**config.mk**
```make
export PLATFORM = sky130hd
export DESIGN_NAME = table_driven_dfa_recognizer
export DESIGN_NICKNAME = d
export VERILOG_FILES = /design/src/hdl/tdr_pkg.sv /design/src/hdl/tdr_ctrl.sv /design/src/hdl/tdr_datapath.sv /design/src/hdl/table_driven_dfa_recognizer.sv
export SDC_FILE = /design/constraint.sdc
export NUM_CORES = 2
export LEC_CHECK = 0
export ABC_AREA = 1
export BUFFER_PORTS_ARGS = -buffer_cell sky130_fd_sc_hd__buf_2
export CAP_MARGIN = 10
export CORE_ASPECT_RATIO = 1.1
export CORE_MARGIN = 2
export CORE_UTILIZATION = 39
export CTS_BUF_LIST = sky130_fd_sc_hd__clkbuf_16
export CTS_CLUSTER_DIAMETER = 30
export DETAILED_ROUTE_END_ITERATION = 8
export HOLD_SLACK_MARGIN = 0.06
export PLACE_DENSITY = 0.61
export SYNTH_ARGS = -nofsm -noshare
export SYNTH_HDL_FRONTEND = slang
export SYNTH_SLANG_ARGS = --single-unit
```
**constraint.sdc**
```tcl
create_clock -name i_clk -period 4 [get_ports i_clk]
set_clock_uncertainty 0.2 [all_clocks]
set_input_delay 0.2 -clock i_clk [delete_from_list [all_inputs] [get_ports i_clk]]
set_output_delay 0.2 -clock i_clk [all_outputs]
set_load 0.01 [all_outputs]
```
**src/hdl/tdr_pkg.sv**
```systemverilog
// Shared types and constants for the table-driven DFA recognizer.
// Used by tdr_ctrl, tdr_datapath and table_driven_dfa_recognizer; no dependencies.
`timescale 1ns / 1ps

package tdr_pkg;

    // Fixed field widths
    localparam int KIND_W   = 2;
    localparam int SLOT_W   = 4;
    localparam int ROW_W    = 4;
    localparam int CODE_W   = 8;
    localparam int STATE_W  = 5;
    localparam int MASK_W   = 16;
    localparam int VERD_W   = 2;
    localparam int CFG_IDX_W  = 2;
    localparam int CFG_DATA_W = 16;

    // Default sizes of the automaton
    localparam int STATE_LIMIT_DEF  = 16;
    localparam int SYMBOL_LIMIT_DEF = 16;

    // Reset values of the configuration registers
    localparam logic [STATE_W-1:0] SYMBOL_COUNT_RST = 5'd1;
    localparam logic [STATE_W-1:0] START_STATE_RST  = 5'd1;
    localparam logic [MASK_W-1:0]  ACCEPT_MASK_RST  = 16'h0000;

    // Configuration register indexes
    localparam logic [CFG_IDX_W-1:0] CFG_SYMBOL_COUNT = 2'd0;
    localparam logic [CFG_IDX_W-1:0] CFG_START_STATE  = 2'd1;
    localparam logic [CFG_IDX_W-1:0] CFG_ACCEPT_MASK  = 2'd2;

    // Verdict codes
    localparam logic [VERD_W-1:0] VERDICT_OK      = 2'd0;
    localparam logic [VERD_W-1:0] VERDICT_REJECT  = 2'd1;
    localparam logic [VERD_W-1:0] VERDICT_UNKNOWN = 2'd2;
    localparam logic [VERD_W-1:0] VERDICT_NOTRANS = 2'd3;

    // Input item kinds
    typedef enum logic [KIND_W-1:0] {
        KIND_WRITE_SYMBOL = 2'd0,
        KIND_WRITE_TRANS  = 2'd1,
        KIND_CHAR         = 2'd2,
        KIND_END          = 2'd3
    } t_kind;

    // Controller states
    typedef enum logic [1:0] {
        ST_IDLE,
        ST_STEP,
        ST_FINISH
    } t_state;

    // Controller to datapath commands
    typedef struct packed {
        logic alpha_we;   // write alphabet slot from the input fields
        logic trans_we;   // write transition entry from the input fields
        logic look;       // character transfer: match symbol, launch table read
        logic step;       // apply the table read to the current state
        logic finish;     // load the verdict into the output register
    } t_cmd;

    // Datapath to controller status
    typedef struct packed {
        logic out_full;   // output register holds a result that is not leaving
    } t_status;

endpackage

```
**src/hdl/tdr_ctrl.sv**
```systemverilog
// Controller FSM of the DFA recognizer: input handshake and datapath sequencing.
// Depends on tdr_pkg.
`timescale 1ns / 1ps

module tdr_ctrl (
    input  logic                        i_clk,
    input  logic                        i_rst_n,
    input  logic                        i_in_valid,
    input  logic [tdr_pkg::KIND_W-1:0]  i_in_kind,
    input  logic                        i_in_last,
    input  tdr_pkg::t_status            i_status,
    output logic                        o_in_stall,
    output tdr_pkg::t_cmd               o_cmd
);

    tdr_pkg::t_state r_state, n_state;
    logic            r_last, n_last;
    logic            accept;
    tdr_pkg::t_kind  kind;

    assign kind   = tdr_pkg::t_kind'(i_in_kind);
    assign accept = i_in_valid && (r_state == tdr_pkg::ST_IDLE);

    // State and latched end-of-string flag
    always_ff @(posedge i_clk) begin
        if (!i_rst_n) begin
            r_state <= tdr_pkg::ST_IDLE;
            r_last  <= 1'b0;
        end else begin
            r_state <= n_state;
            r_last  <= n_last;
        end
    end

    // Next state
    always_comb begin
        n_state = r_state;
        n_last  = r_last;
        unique case (r_state)
            tdr_pkg::ST_IDLE: begin
                if (accept) begin
                    n_last = i_in_last;
                    unique case (kind)
                        tdr_pkg::KIND_CHAR: n_state = tdr_pkg::ST_STEP;
                        tdr_pkg::KIND_END:  n_state = tdr_pkg::ST_FINISH;
                        default:            n_state = tdr_pkg::ST_IDLE;
                    endcase
                end
            end
            tdr_pkg::ST_STEP: begin
                n_state = r_last ? tdr_pkg::ST_FINISH : tdr_pkg::ST_IDLE;
            end
            tdr_pkg::ST_FINISH: begin
                // wait for room in the output register
                if (!i_status.out_full) begin
                    n_state = tdr_pkg::ST_IDLE;
                end
            end
            default: n_state = tdr_pkg::ST_IDLE;
        endcase
    end

    // Outputs
    always_comb begin
        o_in_stall     = (r_state != tdr_pkg::ST_IDLE);
        o_cmd.alpha_we = accept && (kind == tdr_pkg::KIND_WRITE_SYMBOL);
        o_cmd.trans_we = accept && (kind == tdr_pkg::KIND_WRITE_TRANS);
        o_cmd.look     = accept && (kind == tdr_pkg::KIND_CHAR);
        o_cmd.step     = (r_state == tdr_pkg::ST_STEP);
        o_cmd.finish   = (r_state == tdr_pkg::ST_FINISH) && !i_status.out_full;
    end

endmodule

```
**src/hdl/tdr_datapath.sv**
```systemverilog
// Datapath of the DFA recognizer: config registers, alphabet, transition RAM,
// current state, failure code and output register. Depends on tdr_pkg.
`timescale 1ns / 1ps

module tdr_datapath #(
    parameter int STATE_LIMIT  = tdr_pkg::STATE_LIMIT_DEF,
    parameter int SYMBOL_LIMIT = tdr_pkg::SYMBOL_LIMIT_DEF
) (
    input  logic                           i_clk,
    input  logic                           i_rst_n,
    input  tdr_pkg::t_cmd                  i_cmd,
    output tdr_pkg::t_status               o_status,
    // configuration writes
    input  logic                           i_cfg_we,
    input  logic [tdr_pkg::CFG_IDX_W-1:0]  i_cfg_index,
    input  logic [tdr_pkg::CFG_DATA_W-1:0] i_cfg_data,
    // input item fields
    input  logic [tdr_pkg::SLOT_W-1:0]     i_slot,
    input  logic [tdr_pkg::ROW_W-1:0]      i_row,
    input  logic [tdr_pkg::CODE_W-1:0]     i_symbol_code,
    input  logic [tdr_pkg::STATE_W-1:0]    i_target_state,
    // result channel
    input  logic                           i_out_stall,
    output logic                           o_out_valid,
    output logic                           o_accepted,
    output logic [tdr_pkg::VERD_W-1:0]     o_verdict_code
);

    localparam int SYM_W  = (SYMBOL_LIMIT > 1) ? $clog2(SYMBOL_LIMIT) : 1;
    localparam int DEPTH  = STATE_LIMIT * SYMBOL_LIMIT;
    localparam int ADDR_W = $clog2(DEPTH);

    // Configuration registers
    logic [tdr_pkg::STATE_W-1:0] r_symbol_count;
    logic [tdr_pkg::STATE_W-1:0] r_start_state;
    logic [tdr_pkg::MASK_W-1:0]  r_accept_mask;

    // Stores
    logic [tdr_pkg::CODE_W-1:0]  r_alpha [SYMBOL_LIMIT];
    logic [tdr_pkg::STATE_W-1:0] r_trans [DEPTH];
    logic [tdr_pkg::STATE_W-1:0] r_rd_data;

    // String state
    logic [tdr_pkg::STATE_W-1:0] r_cur_state;
    logic [tdr_pkg::VERD_W-1:0]  r_fail;
    logic                        r_in_string;
    logic                        r_found;
    logic                        r_state_ok;

    // Output register
    logic                        r_out_valid;
    logic                        r_accepted;
    logic [tdr_pkg::VERD_W-1:0]  r_verdict;

    logic [SYMBOL_LIMIT-1:0]     hitv;
    logic [SYM_W-1:0]            hit_idx;
    logic                        found;
    logic [tdr_pkg::STATE_W-1:0] eff_state;
    logic [tdr_pkg::VERD_W-1:0]  eff_fail;
    logic [tdr_pkg::STATE_W-1:0] eff_row;
    logic                        state_ok;
    logic [ADDR_W-1:0]           rd_addr;
    logic [ADDR_W-1:0]           wr_addr;
    logic                        slot_ok;
    logic                        row_ok;
    logic [tdr_pkg::STATE_W-1:0] fin_state;
    logic                        fin_accepts;
    logic [tdr_pkg::VERD_W-1:0]  fin_verdict;
    logic [tdr_pkg::STATE_W-1:0] acc_idx;

    // Configuration registers
    always_ff @(posedge i_clk) begin
        if (!i_rst_n) begin
            r_symbol_count <= tdr_pkg::SYMBOL_COUNT_RST;
            r_start_state  <= tdr_pkg::START_STATE_RST;
            r_accept_mask  <= tdr_pkg::ACCEPT_MASK_RST;
        end else if (i_cfg_we) begin
            unique case (i_cfg_index)
                tdr_pkg::CFG_SYMBOL_COUNT: r_symbol_count <= i_cfg_data[tdr_pkg::STATE_W-1:0];
                tdr_pkg::CFG_START_STATE:  r_start_state  <= i_cfg_data[tdr_pkg::STATE_W-1:0];
                tdr_pkg::CFG_ACCEPT_MASK:  r_accept_mask  <= i_cfg_data[tdr_pkg::MASK_W-1:0];
                default: ;
            endcase
        end
    end

    // Range checks on load items
    assign slot_ok = (32'(i_slot) < SYMBOL_LIMIT);
    assign row_ok  = (32'(i_row) < STATE_LIMIT);
    assign wr_addr = ADDR_W'(32'(i_row) * SYMBOL_LIMIT + 32'(i_slot));

    // Alphabet slots
    always_ff @(posedge i_clk) begin
        if (i_cmd.alpha_we && slot_ok) begin
            r_alpha[SYM_W'(i_slot)] <= i_symbol_code;
        end
    end

    // Parallel symbol match, lowest active slot wins
    always_comb begin
        for (int i = 0; i < SYMBOL_LIMIT; i++) begin
            hitv[i] = (r_alpha[i] == i_symbol_code) && (i < 32'(r_symbol_count));
        end
    end

    always_comb begin
        hit_idx = '0;
        found   = 1'b0;
        for (int i = SYMBOL_LIMIT - 1; i >= 0; i--) begin
            if (hitv[i]) begin
                hit_idx = SYM_W'(i);
                found   = 1'b1;
            end
        end
    end

    // A new string starts from the start state with no failure
    assign eff_state = r_in_string ? r_cur_state : r_start_state;
    assign eff_fail  = r_in_string ? r_fail : tdr_pkg::VERDICT_OK;
    assign state_ok  = (eff_state != '0) && (32'(eff_state) <= STATE_LIMIT);
    assign eff_row   = eff_state - tdr_pkg::STATE_W'(1);
    assign rd_addr   = state_ok ? ADDR_W'(32'(eff_row) * SYMBOL_LIMIT + 32'(hit_idx))
                                : '0;

    // Transition table RAM: one write, one registered read
    always_ff @(posedge i_clk) begin
        if (i_cmd.trans_we && slot_ok && row_ok) begin
            r_trans[wr_addr] <= i_target_state;
        end
        if (i_cmd.look) begin
            r_rd_data <= r_trans[rd_addr];
        end
    end

    // Verdict at end of string
    assign fin_state   = r_in_string ? r_cur_state : r_start_state;
    assign acc_idx     = fin_state - tdr_pkg::STATE_W'(1);
    assign fin_accepts = (fin_state != '0) && (fin_state <= tdr_pkg::STATE_W'(16))
                         && r_accept_mask[acc_idx[3:0]];
    always_comb begin
        if (r_in_string && (r_fail != tdr_pkg::VERDICT_OK)) begin
            fin_verdict = r_fail;
        end else if (fin_accepts) begin
            fin_verdict = tdr_pkg::VERDICT_OK;
        end else begin
            fin_verdict = tdr_pkg::VERDICT_REJECT;
        end
    end

    // String state: look latches match info, step applies the table read
    always_ff @(posedge i_clk) begin
        if (!i_rst_n) begin
            r_in_string <= 1'b0;
            r_fail      <= tdr_pkg::VERDICT_OK;
            r_cur_state <= tdr_pkg::START_STATE_RST;
            r_found     <= 1'b0;
            r_state_ok  <= 1'b0;
        end else if (i_cmd.look) begin
            r_in_string <= 1'b1;
            r_cur_state <= eff_state;
            r_fail      <= eff_fail;
            r_found     <= found;
            r_state_ok  <= state_ok;
        end else if (i_cmd.step) begin
            if (r_fail == tdr_pkg::VERDICT_OK) begin
                if (!r_found) begin
                    r_fail <= tdr_pkg::VERDICT_UNKNOWN;
                end else if (!r_state_ok || (r_rd_data == '0)) begin
                    r_fail <= tdr_pkg::VERDICT_NOTRANS;
                end else begin
                    r_cur_state <= r_rd_data;
                end
            end
        end else if (i_cmd.finish) begin
            r_in_string <= 1'b0;
            r_fail      <= tdr_pkg::VERDICT_OK;
        end
    end

    // Output register
    always_ff @(posedge i_clk) begin
        if (!i_rst_n) begin
            r_out_valid <= 1'b0;
        end else if (i_cmd.finish) begin
            r_out_valid <= 1'b1;
        end else if (!i_out_stall) begin
            r_out_valid <= 1'b0;
        end
    end

    always_ff @(posedge i_clk) begin
        if (i_cmd.finish) begin
            r_verdict  <= fin_verdict;
            r_accepted <= (fin_verdict == tdr_pkg::VERDICT_OK);
        end
    end

    assign o_status.out_full = r_out_valid && i_out_stall;
    assign o_out_valid       = r_out_valid;
    assign o_accepted        = r_accepted;
    assign o_verdict_code    = r_verdict;

endmodule

```
**src/hdl/table_driven_dfa_recognizer.sv**
```systemverilog
// Table-driven DFA string recognizer: top level joining controller and datapath.
// Depends on tdr_pkg, tdr_ctrl and tdr_datapath.
//
// Input channel (i_in_valid / o_in_stall) takes one item per transfer: alphabet
// loads, transition loads, characters, and end-of-string markers. Loads finish
// in the transfer cycle. For a character, the transfer cycle matches the byte
// against all alphabet slots and reads the transition RAM; the next cycle
// applies the read. A string end adds the FINISH state, which loads the
// verdict into the output register once that register has room. o_in_stall
// stays high until the item is done, so no new item is taken before then.
// Output channel (o_out_valid / i_out_stall) carries one verdict per string.
// The output register holds a verdict while the receiver stalls; input items
// keep flowing until a second verdict is due, which then waits for the first.
// Config port (i_cfg_valid / o_cfg_ready) is always ready; write it only when
// no string work is in flight. Synchronous active-low reset clears control
// state and config registers; alphabet and table contents must be loaded
// before use. No clearing pass is run after reset.
`timescale 1ns / 1ps

module table_driven_dfa_recognizer #(
    parameter int STATE_LIMIT  = tdr_pkg::STATE_LIMIT_DEF,
    parameter int SYMBOL_LIMIT = tdr_pkg::SYMBOL_LIMIT_DEF
) (
    input  logic                           i_clk,
    input  logic                           i_rst_n,
    // input items
    input  logic                           i_in_valid,
    output logic                           o_in_stall,
    input  logic [tdr_pkg::KIND_W-1:0]     i_in_kind,
    input  logic [tdr_pkg::SLOT_W-1:0]     i_in_slot,
    input  logic [tdr_pkg::ROW_W-1:0]      i_in_row,
    input  logic [tdr_pkg::CODE_W-1:0]     i_in_symbol_code,
    input  logic [tdr_pkg::STATE_W-1:0]    i_in_target_state,
    input  logic                           i_in_last,
    // results
    output logic                           o_out_valid,
    input  logic                           i_out_stall,
    output logic                           o_out_accepted,
    output logic [tdr_pkg::VERD_W-1:0]     o_out_verdict_code,
    // configuration
    input  logic                           i_cfg_valid,
    output logic                           o_cfg_ready,
    input  logic [tdr_pkg::CFG_IDX_W-1:0]  i_cfg_index,
    input  logic [tdr_pkg::CFG_DATA_W-1:0] i_cfg_data
);

    tdr_pkg::t_cmd    cmd;
    tdr_pkg::t_status status;

    assign o_cfg_ready = 1'b1;

    tdr_ctrl u_ctrl (
        .i_clk      (i_clk),
        .i_rst_n    (i_rst_n),
        .i_in_valid (i_in_valid),
        .i_in_kind  (i_in_kind),
        .i_in_last  (i_in_last),
        .i_status   (status),
        .o_in_stall (o_in_stall),
        .o_cmd      (cmd)
    );

    tdr_datapath #(
        .STATE_LIMIT  (STATE_LIMIT),
        .SYMBOL_LIMIT (SYMBOL_LIMIT)
    ) u_datapath (
        .i_clk          (i_clk),
        .i_rst_n        (i_rst_n),
        .i_cmd          (cmd),
        .o_status       (status),
        .i_cfg_we       (i_cfg_valid && o_cfg_ready),
        .i_cfg_index    (i_cfg_index),
        .i_cfg_data     (i_cfg_data),
        .i_slot         (i_in_slot),
        .i_row          (i_in_row),
        .i_symbol_code  (i_in_symbol_code),
        .i_target_state (i_in_target_state),
        .i_out_stall    (i_out_stall),
        .o_out_valid    (o_out_valid),
        .o_accepted     (o_out_accepted),
        .o_verdict_code (o_out_verdict_code)
    );

endmodule

```
==> run_results.csv <==
group,metric,value,unit
outcome,status,"complete, but fails checks",
outcome,violations,"negative setup slack",
routing,drtIter0Drc,5306,
floorplanning,dieWidth,392,µm
worst_setup_path,worstSetupStartpointType,"flip-flop",
sta,hold_viol,0,
grt,grt_max_degree,104,
sta,period_share,102,%
finish,area_delta_synth_final,28.5,%
finish,nets,6652,
floorplanning,start_util,39.3,%
yosys,yosysWarnings,0,
routing,routed_via_density,5.25,
worst_setup_path,path_cells,"nor2_2 > o21ai_1 > inv_1 > buf_4 > nor3b_2 > nand3_1 > buf_4 > buf_4 > inv_1 > a41oi_1 > a21oi_1 > o21ai_2 > nand2_4 > buf_4 > buf_12 > buf_4 > nand3_1 > nand3_1 > nand3_1 > nand3_2 > nand3_1 > nand3_2 > nand3_4 > nand2_1",
worst_setup_path,slowest_delay,0.38,ns
yosys,syn_area,0.0644,mm²
worst_setup_path,cp_top_family,"simple AND/OR/NAND/NOR gates",
finish,drive_above_1_share,16.5,%
placement,dp_slack,-0.554,ns
yosys,ys_types,49,
power,seq_power_share,38.9,%
sta,setup_slack,-0.0642,ns
finish,layout_common_cells,"1416 x edfxtp_1, 1372 x nand2_1, 1074 x nand3_1, 827 x inv_1, 356 x nor2_1",
routing,first_pass_iters,6,
routing,ant_nets,0,
floorplanning,core,0.164,mm²
floorplanning,rows,156,
clock_network,clkLatencyLatePin,0.90,ns
grt,antenna_found_initial,10,
routing,vias,47400,
grt,track_usage,22.1,%
power,p_sw_share,21.2,%
placement,gp_congestion,0.886,
flow_run,drv_cap,0,
power,p_sw,9.18,mW
yosys,synth-edff-count,1416,
yosys,yosysTopAreaCell,"edfxtp_1",
sta,max_clock_freq,246,MHz
finish,final_common_cell,"edfxtp_1",
worst_setup_path,crit_arrival,4.63,ns
clock_network,clock_sinks,1456,
sta,rsz0062_at_grt,"yes",
worst_setup_path,reg2reg_depth,24,
finish,final_core_util,50.4,%
yosys,syn_inst,6093,
sta,max-slew-margin-rel,3.17,%
placement,dp_hpwl,113000,µm
power,internal-power,34.0,mW
clock_network,path_clk_slew,0.05,ns
worst_setup_path,critPathMaxFanout,21,
worst_setup_path,path_buf_inv,8,
sta,report.final.slew_viol_count,0,
yosys,synth-seq-cells,1456,
hold_path,hp-class,"input pin to flip-flop",
floorplanning,ios,53,
finish,nFillCells,14000,
floorplanning,die-area,0.168,mm²
yosys,synth_area_leaders,"edfxtp_1 66%, nand3_1 9.2%, nand2_1 8.0%",
yosys,synthFlopType,"edfxtp_1",
routing,wirelength,193000,µm
clock_network,cts_tree,"built",
yosys,avgSynthCellArea,10.6,µm²
placement,portBuffers,51,
sta,tightest_slew,1.45,ns
floorplanning,dieHeight,430,µm
power,power.density,522,mW/mm²
clock_network,clock_path_buffers,4,
yosys,ys_seq_area_share,67.2,%
clock_network,cts_root_buf,"clkbuf_16",
power,leakagePower,32.9,nW
worst_setup_path,cp_slowest_cell,"dfxtp_4",
routing,drc,0,
yosys,synthArstFlopShare,0,%
sta,finalSetupViolCount,4,
grt,grt_pass1_vias,47000,
clock_network,cts_made_buffers,295,
power,power_frac_comb,3.7,%
hold_path,hold_depth,4,
worst_setup_path,path_class,"flip-flop to flip-flop",
yosys,synth_top_area_share,66.0,%
worst_setup_path,end_kind,"flip-flop",
sta,period_needed,4.06,ns
grt,overflow,0,
grt,grt_pass1_wl,282000,µm
power,p_clk_share,57.4,%
worst_setup_path,crit_required,4.57,ns
clock_network,cts_max_level,5,
routing,wl_per_cell,21.4,µm
power,ir_worst_vdd,478,µV
worst_setup_path,crit_cells,24,
yosys,syn_nets,6142,
## cell families after synthesis
| kind of cell | Yosys count | synth area share, % |
|---|---|---|
| and+or+nand+nor | 3183 | 22.2 |
| xor gates and xnor gates | 77 | 1.05 |
| AOI/OAI and AO/OA | 191 | 1.84 |
| buffers and inverters | 1181 | 7.64 |
| other | 1 | 0.00582 |
| muxes | 2 | 0.0311 |
| DFF | 1456 | 67.2 |
| adders and majority gates | 2 | 0.0388 |
## power groups by stage
stage	logic, mW	clock network [mW]	registers (mW)
6_report	1.60	24.8	16.8
4_1_cts	1.50	25.0	16.8
3_5_place_dp	1.36	0	17.1
2_1_floorplan	0.551	0	17.1
3_3_place_gp	1.35	0	17.1
5_1_grt	1.69	25.7	16.8
## Yosys cell counts, types with 24 or more instances
cell and instances:
inv_1 810, o21ai_0 53, or2_2 24, nand2_1 1381, nand3b_1 167, buf_4 51, clkbuf_1 101, dfxtp_1 40
edfxtp_1 1416, xor2_1 38, nand3_1 1190, buf_2 177, a21oi_1 36, o211ai_1 66, xnor2_1 39, nor2_1 364
## area by class of cell
cell class                      count  area, µm²  share of cell area, %
Tap cell                         2212       2770                   3.34
Sequential cell                  1456      43300                   52.3
Clock buffer                      303       7580                   9.16
Antenna cell                        5       12.5                 0.0151
Multi-Input combinational cell   3457      17100                   20.6
Timing Repair Buffer              571       6460                   7.80
Inverter                          822       3120                   3.77
Clock inverter                    208       2450                   2.97
## timing repair
| item | CTS | global route |
|---|---|---|
| hold endpoints to repair | 1655 | 0 |
| pin swaps | 9 | 69 |
| resized for setup | 84 | 147 |
| endpoints found under the setup margin | 5 | 5 |
| gates cloned | 8 | 28 |
| hold buffers | 109 | 0 |
| buffers inserted | 9 | 20 |
## routing by layer
metal / vias to the layer above / wire, µm / part of all wire (%) / track usage [%]
li1: 21700 / - / - / -
met4: 6 / 7770 / 4.0 / 10.4
met3: 447 / 16900 / 8.7 / 4.20
met2: 2315 / 91800 / 47 / 35.8
met5: - / 45 / 0.023 / 0
met1: 23000 / 76900 / 40 / 28.5
## worst reg2reg max path, cell delays in order, from the launching register on
cell and delay [ns]:
dfxtp_4 0.38, nor2_2 0.07, o21ai_1 0.13, inv_1 0.07
buf_4 0.15, nor3b_2 0.15, nand3_1 0.19, buf_4 0.20
buf_4 0.12, inv_1 0.05, a41oi_1 0.06, a21oi_1 0.25
o21ai_2 0.09, nand2_4 0.19, buf_4 0.17, buf_12 0.18
buf_4 0.31, nand3_1 0.12, nand3_1 0.12, nand3_1 0.14
nand3_2 0.15, nand3_1 0.11, nand3_2 0.16, nand3_4 0.10
nand2_1 0.09
## flip-flops by register name, summed over array words and instances (netlist names)
signal and flops:
u_datapath.r_in_string 1, u_datapath.o_out_valid 1, u_datapath.r_accept_mask 16, u_datapath.r_cur_state 5, u_datapath.r_trans 1280, u_datapath.o_verdict_code 2
u_datapath.r_alpha 128, u_datapath.r_fail 2, u_ctrl.r_last 1, u_datapath.o_accepted 1, u_ctrl.r_state 2, u_datapath.r_state_ok 1
u_datapath.r_rd_data 5, u_datapath.r_found 1, u_datapath.r_start_state 5, u_datapath.r_symbol_count 5
## through the flow
stage / std cells / setup TNS [ns] / cell area (µm²) / hold slack, ns / power [mW]
2_1_floorplan: 6093 / 0 / 64400 / 0.0989 / 17.6
3_3_place_gp: 8345 / -2.32 / 69300 / 0.236 / 18.5
3_5_place_dp: 8345 / -2.30 / 69300 / 0.238 / 18.5
4_1_cts: 8982 / 0 / 81200 / 0.0746 / 43.3
5_1_grt: 9030 / -1.00 / 82800 / 0.108 / 44.2
6_report: 9034 / -0.169 / 82800 / 0.123 / 43.2
## path summary, 6_finish.rpt
path / slack [ns] / from / endpoint
hold reg to reg: 0.25 / u_datapath.r_accept_mask[4]$_SDFFE_PN0P_ / u_datapath.r_accept_mask[4]$_SDFFE_PN0P_
setup / recovery: -0.06 / u_datapath.r_symbol_count[1]$_SDFFE_PN0P_ / u_datapath.r_rd_data[0]$_DFFE_PP_
hold / removal: 0.12 / i_in_symbol_code[0] / u_datapath.r_alpha[11][0]$_DFFE_PP_
setup reg to reg: -0.06 / u_datapath.r_symbol_count[1]$_SDFFE_PN0P_ / u_datapath.r_rd_data[0]$_DFFE_PP_
(Power assumes the default switching activity.)
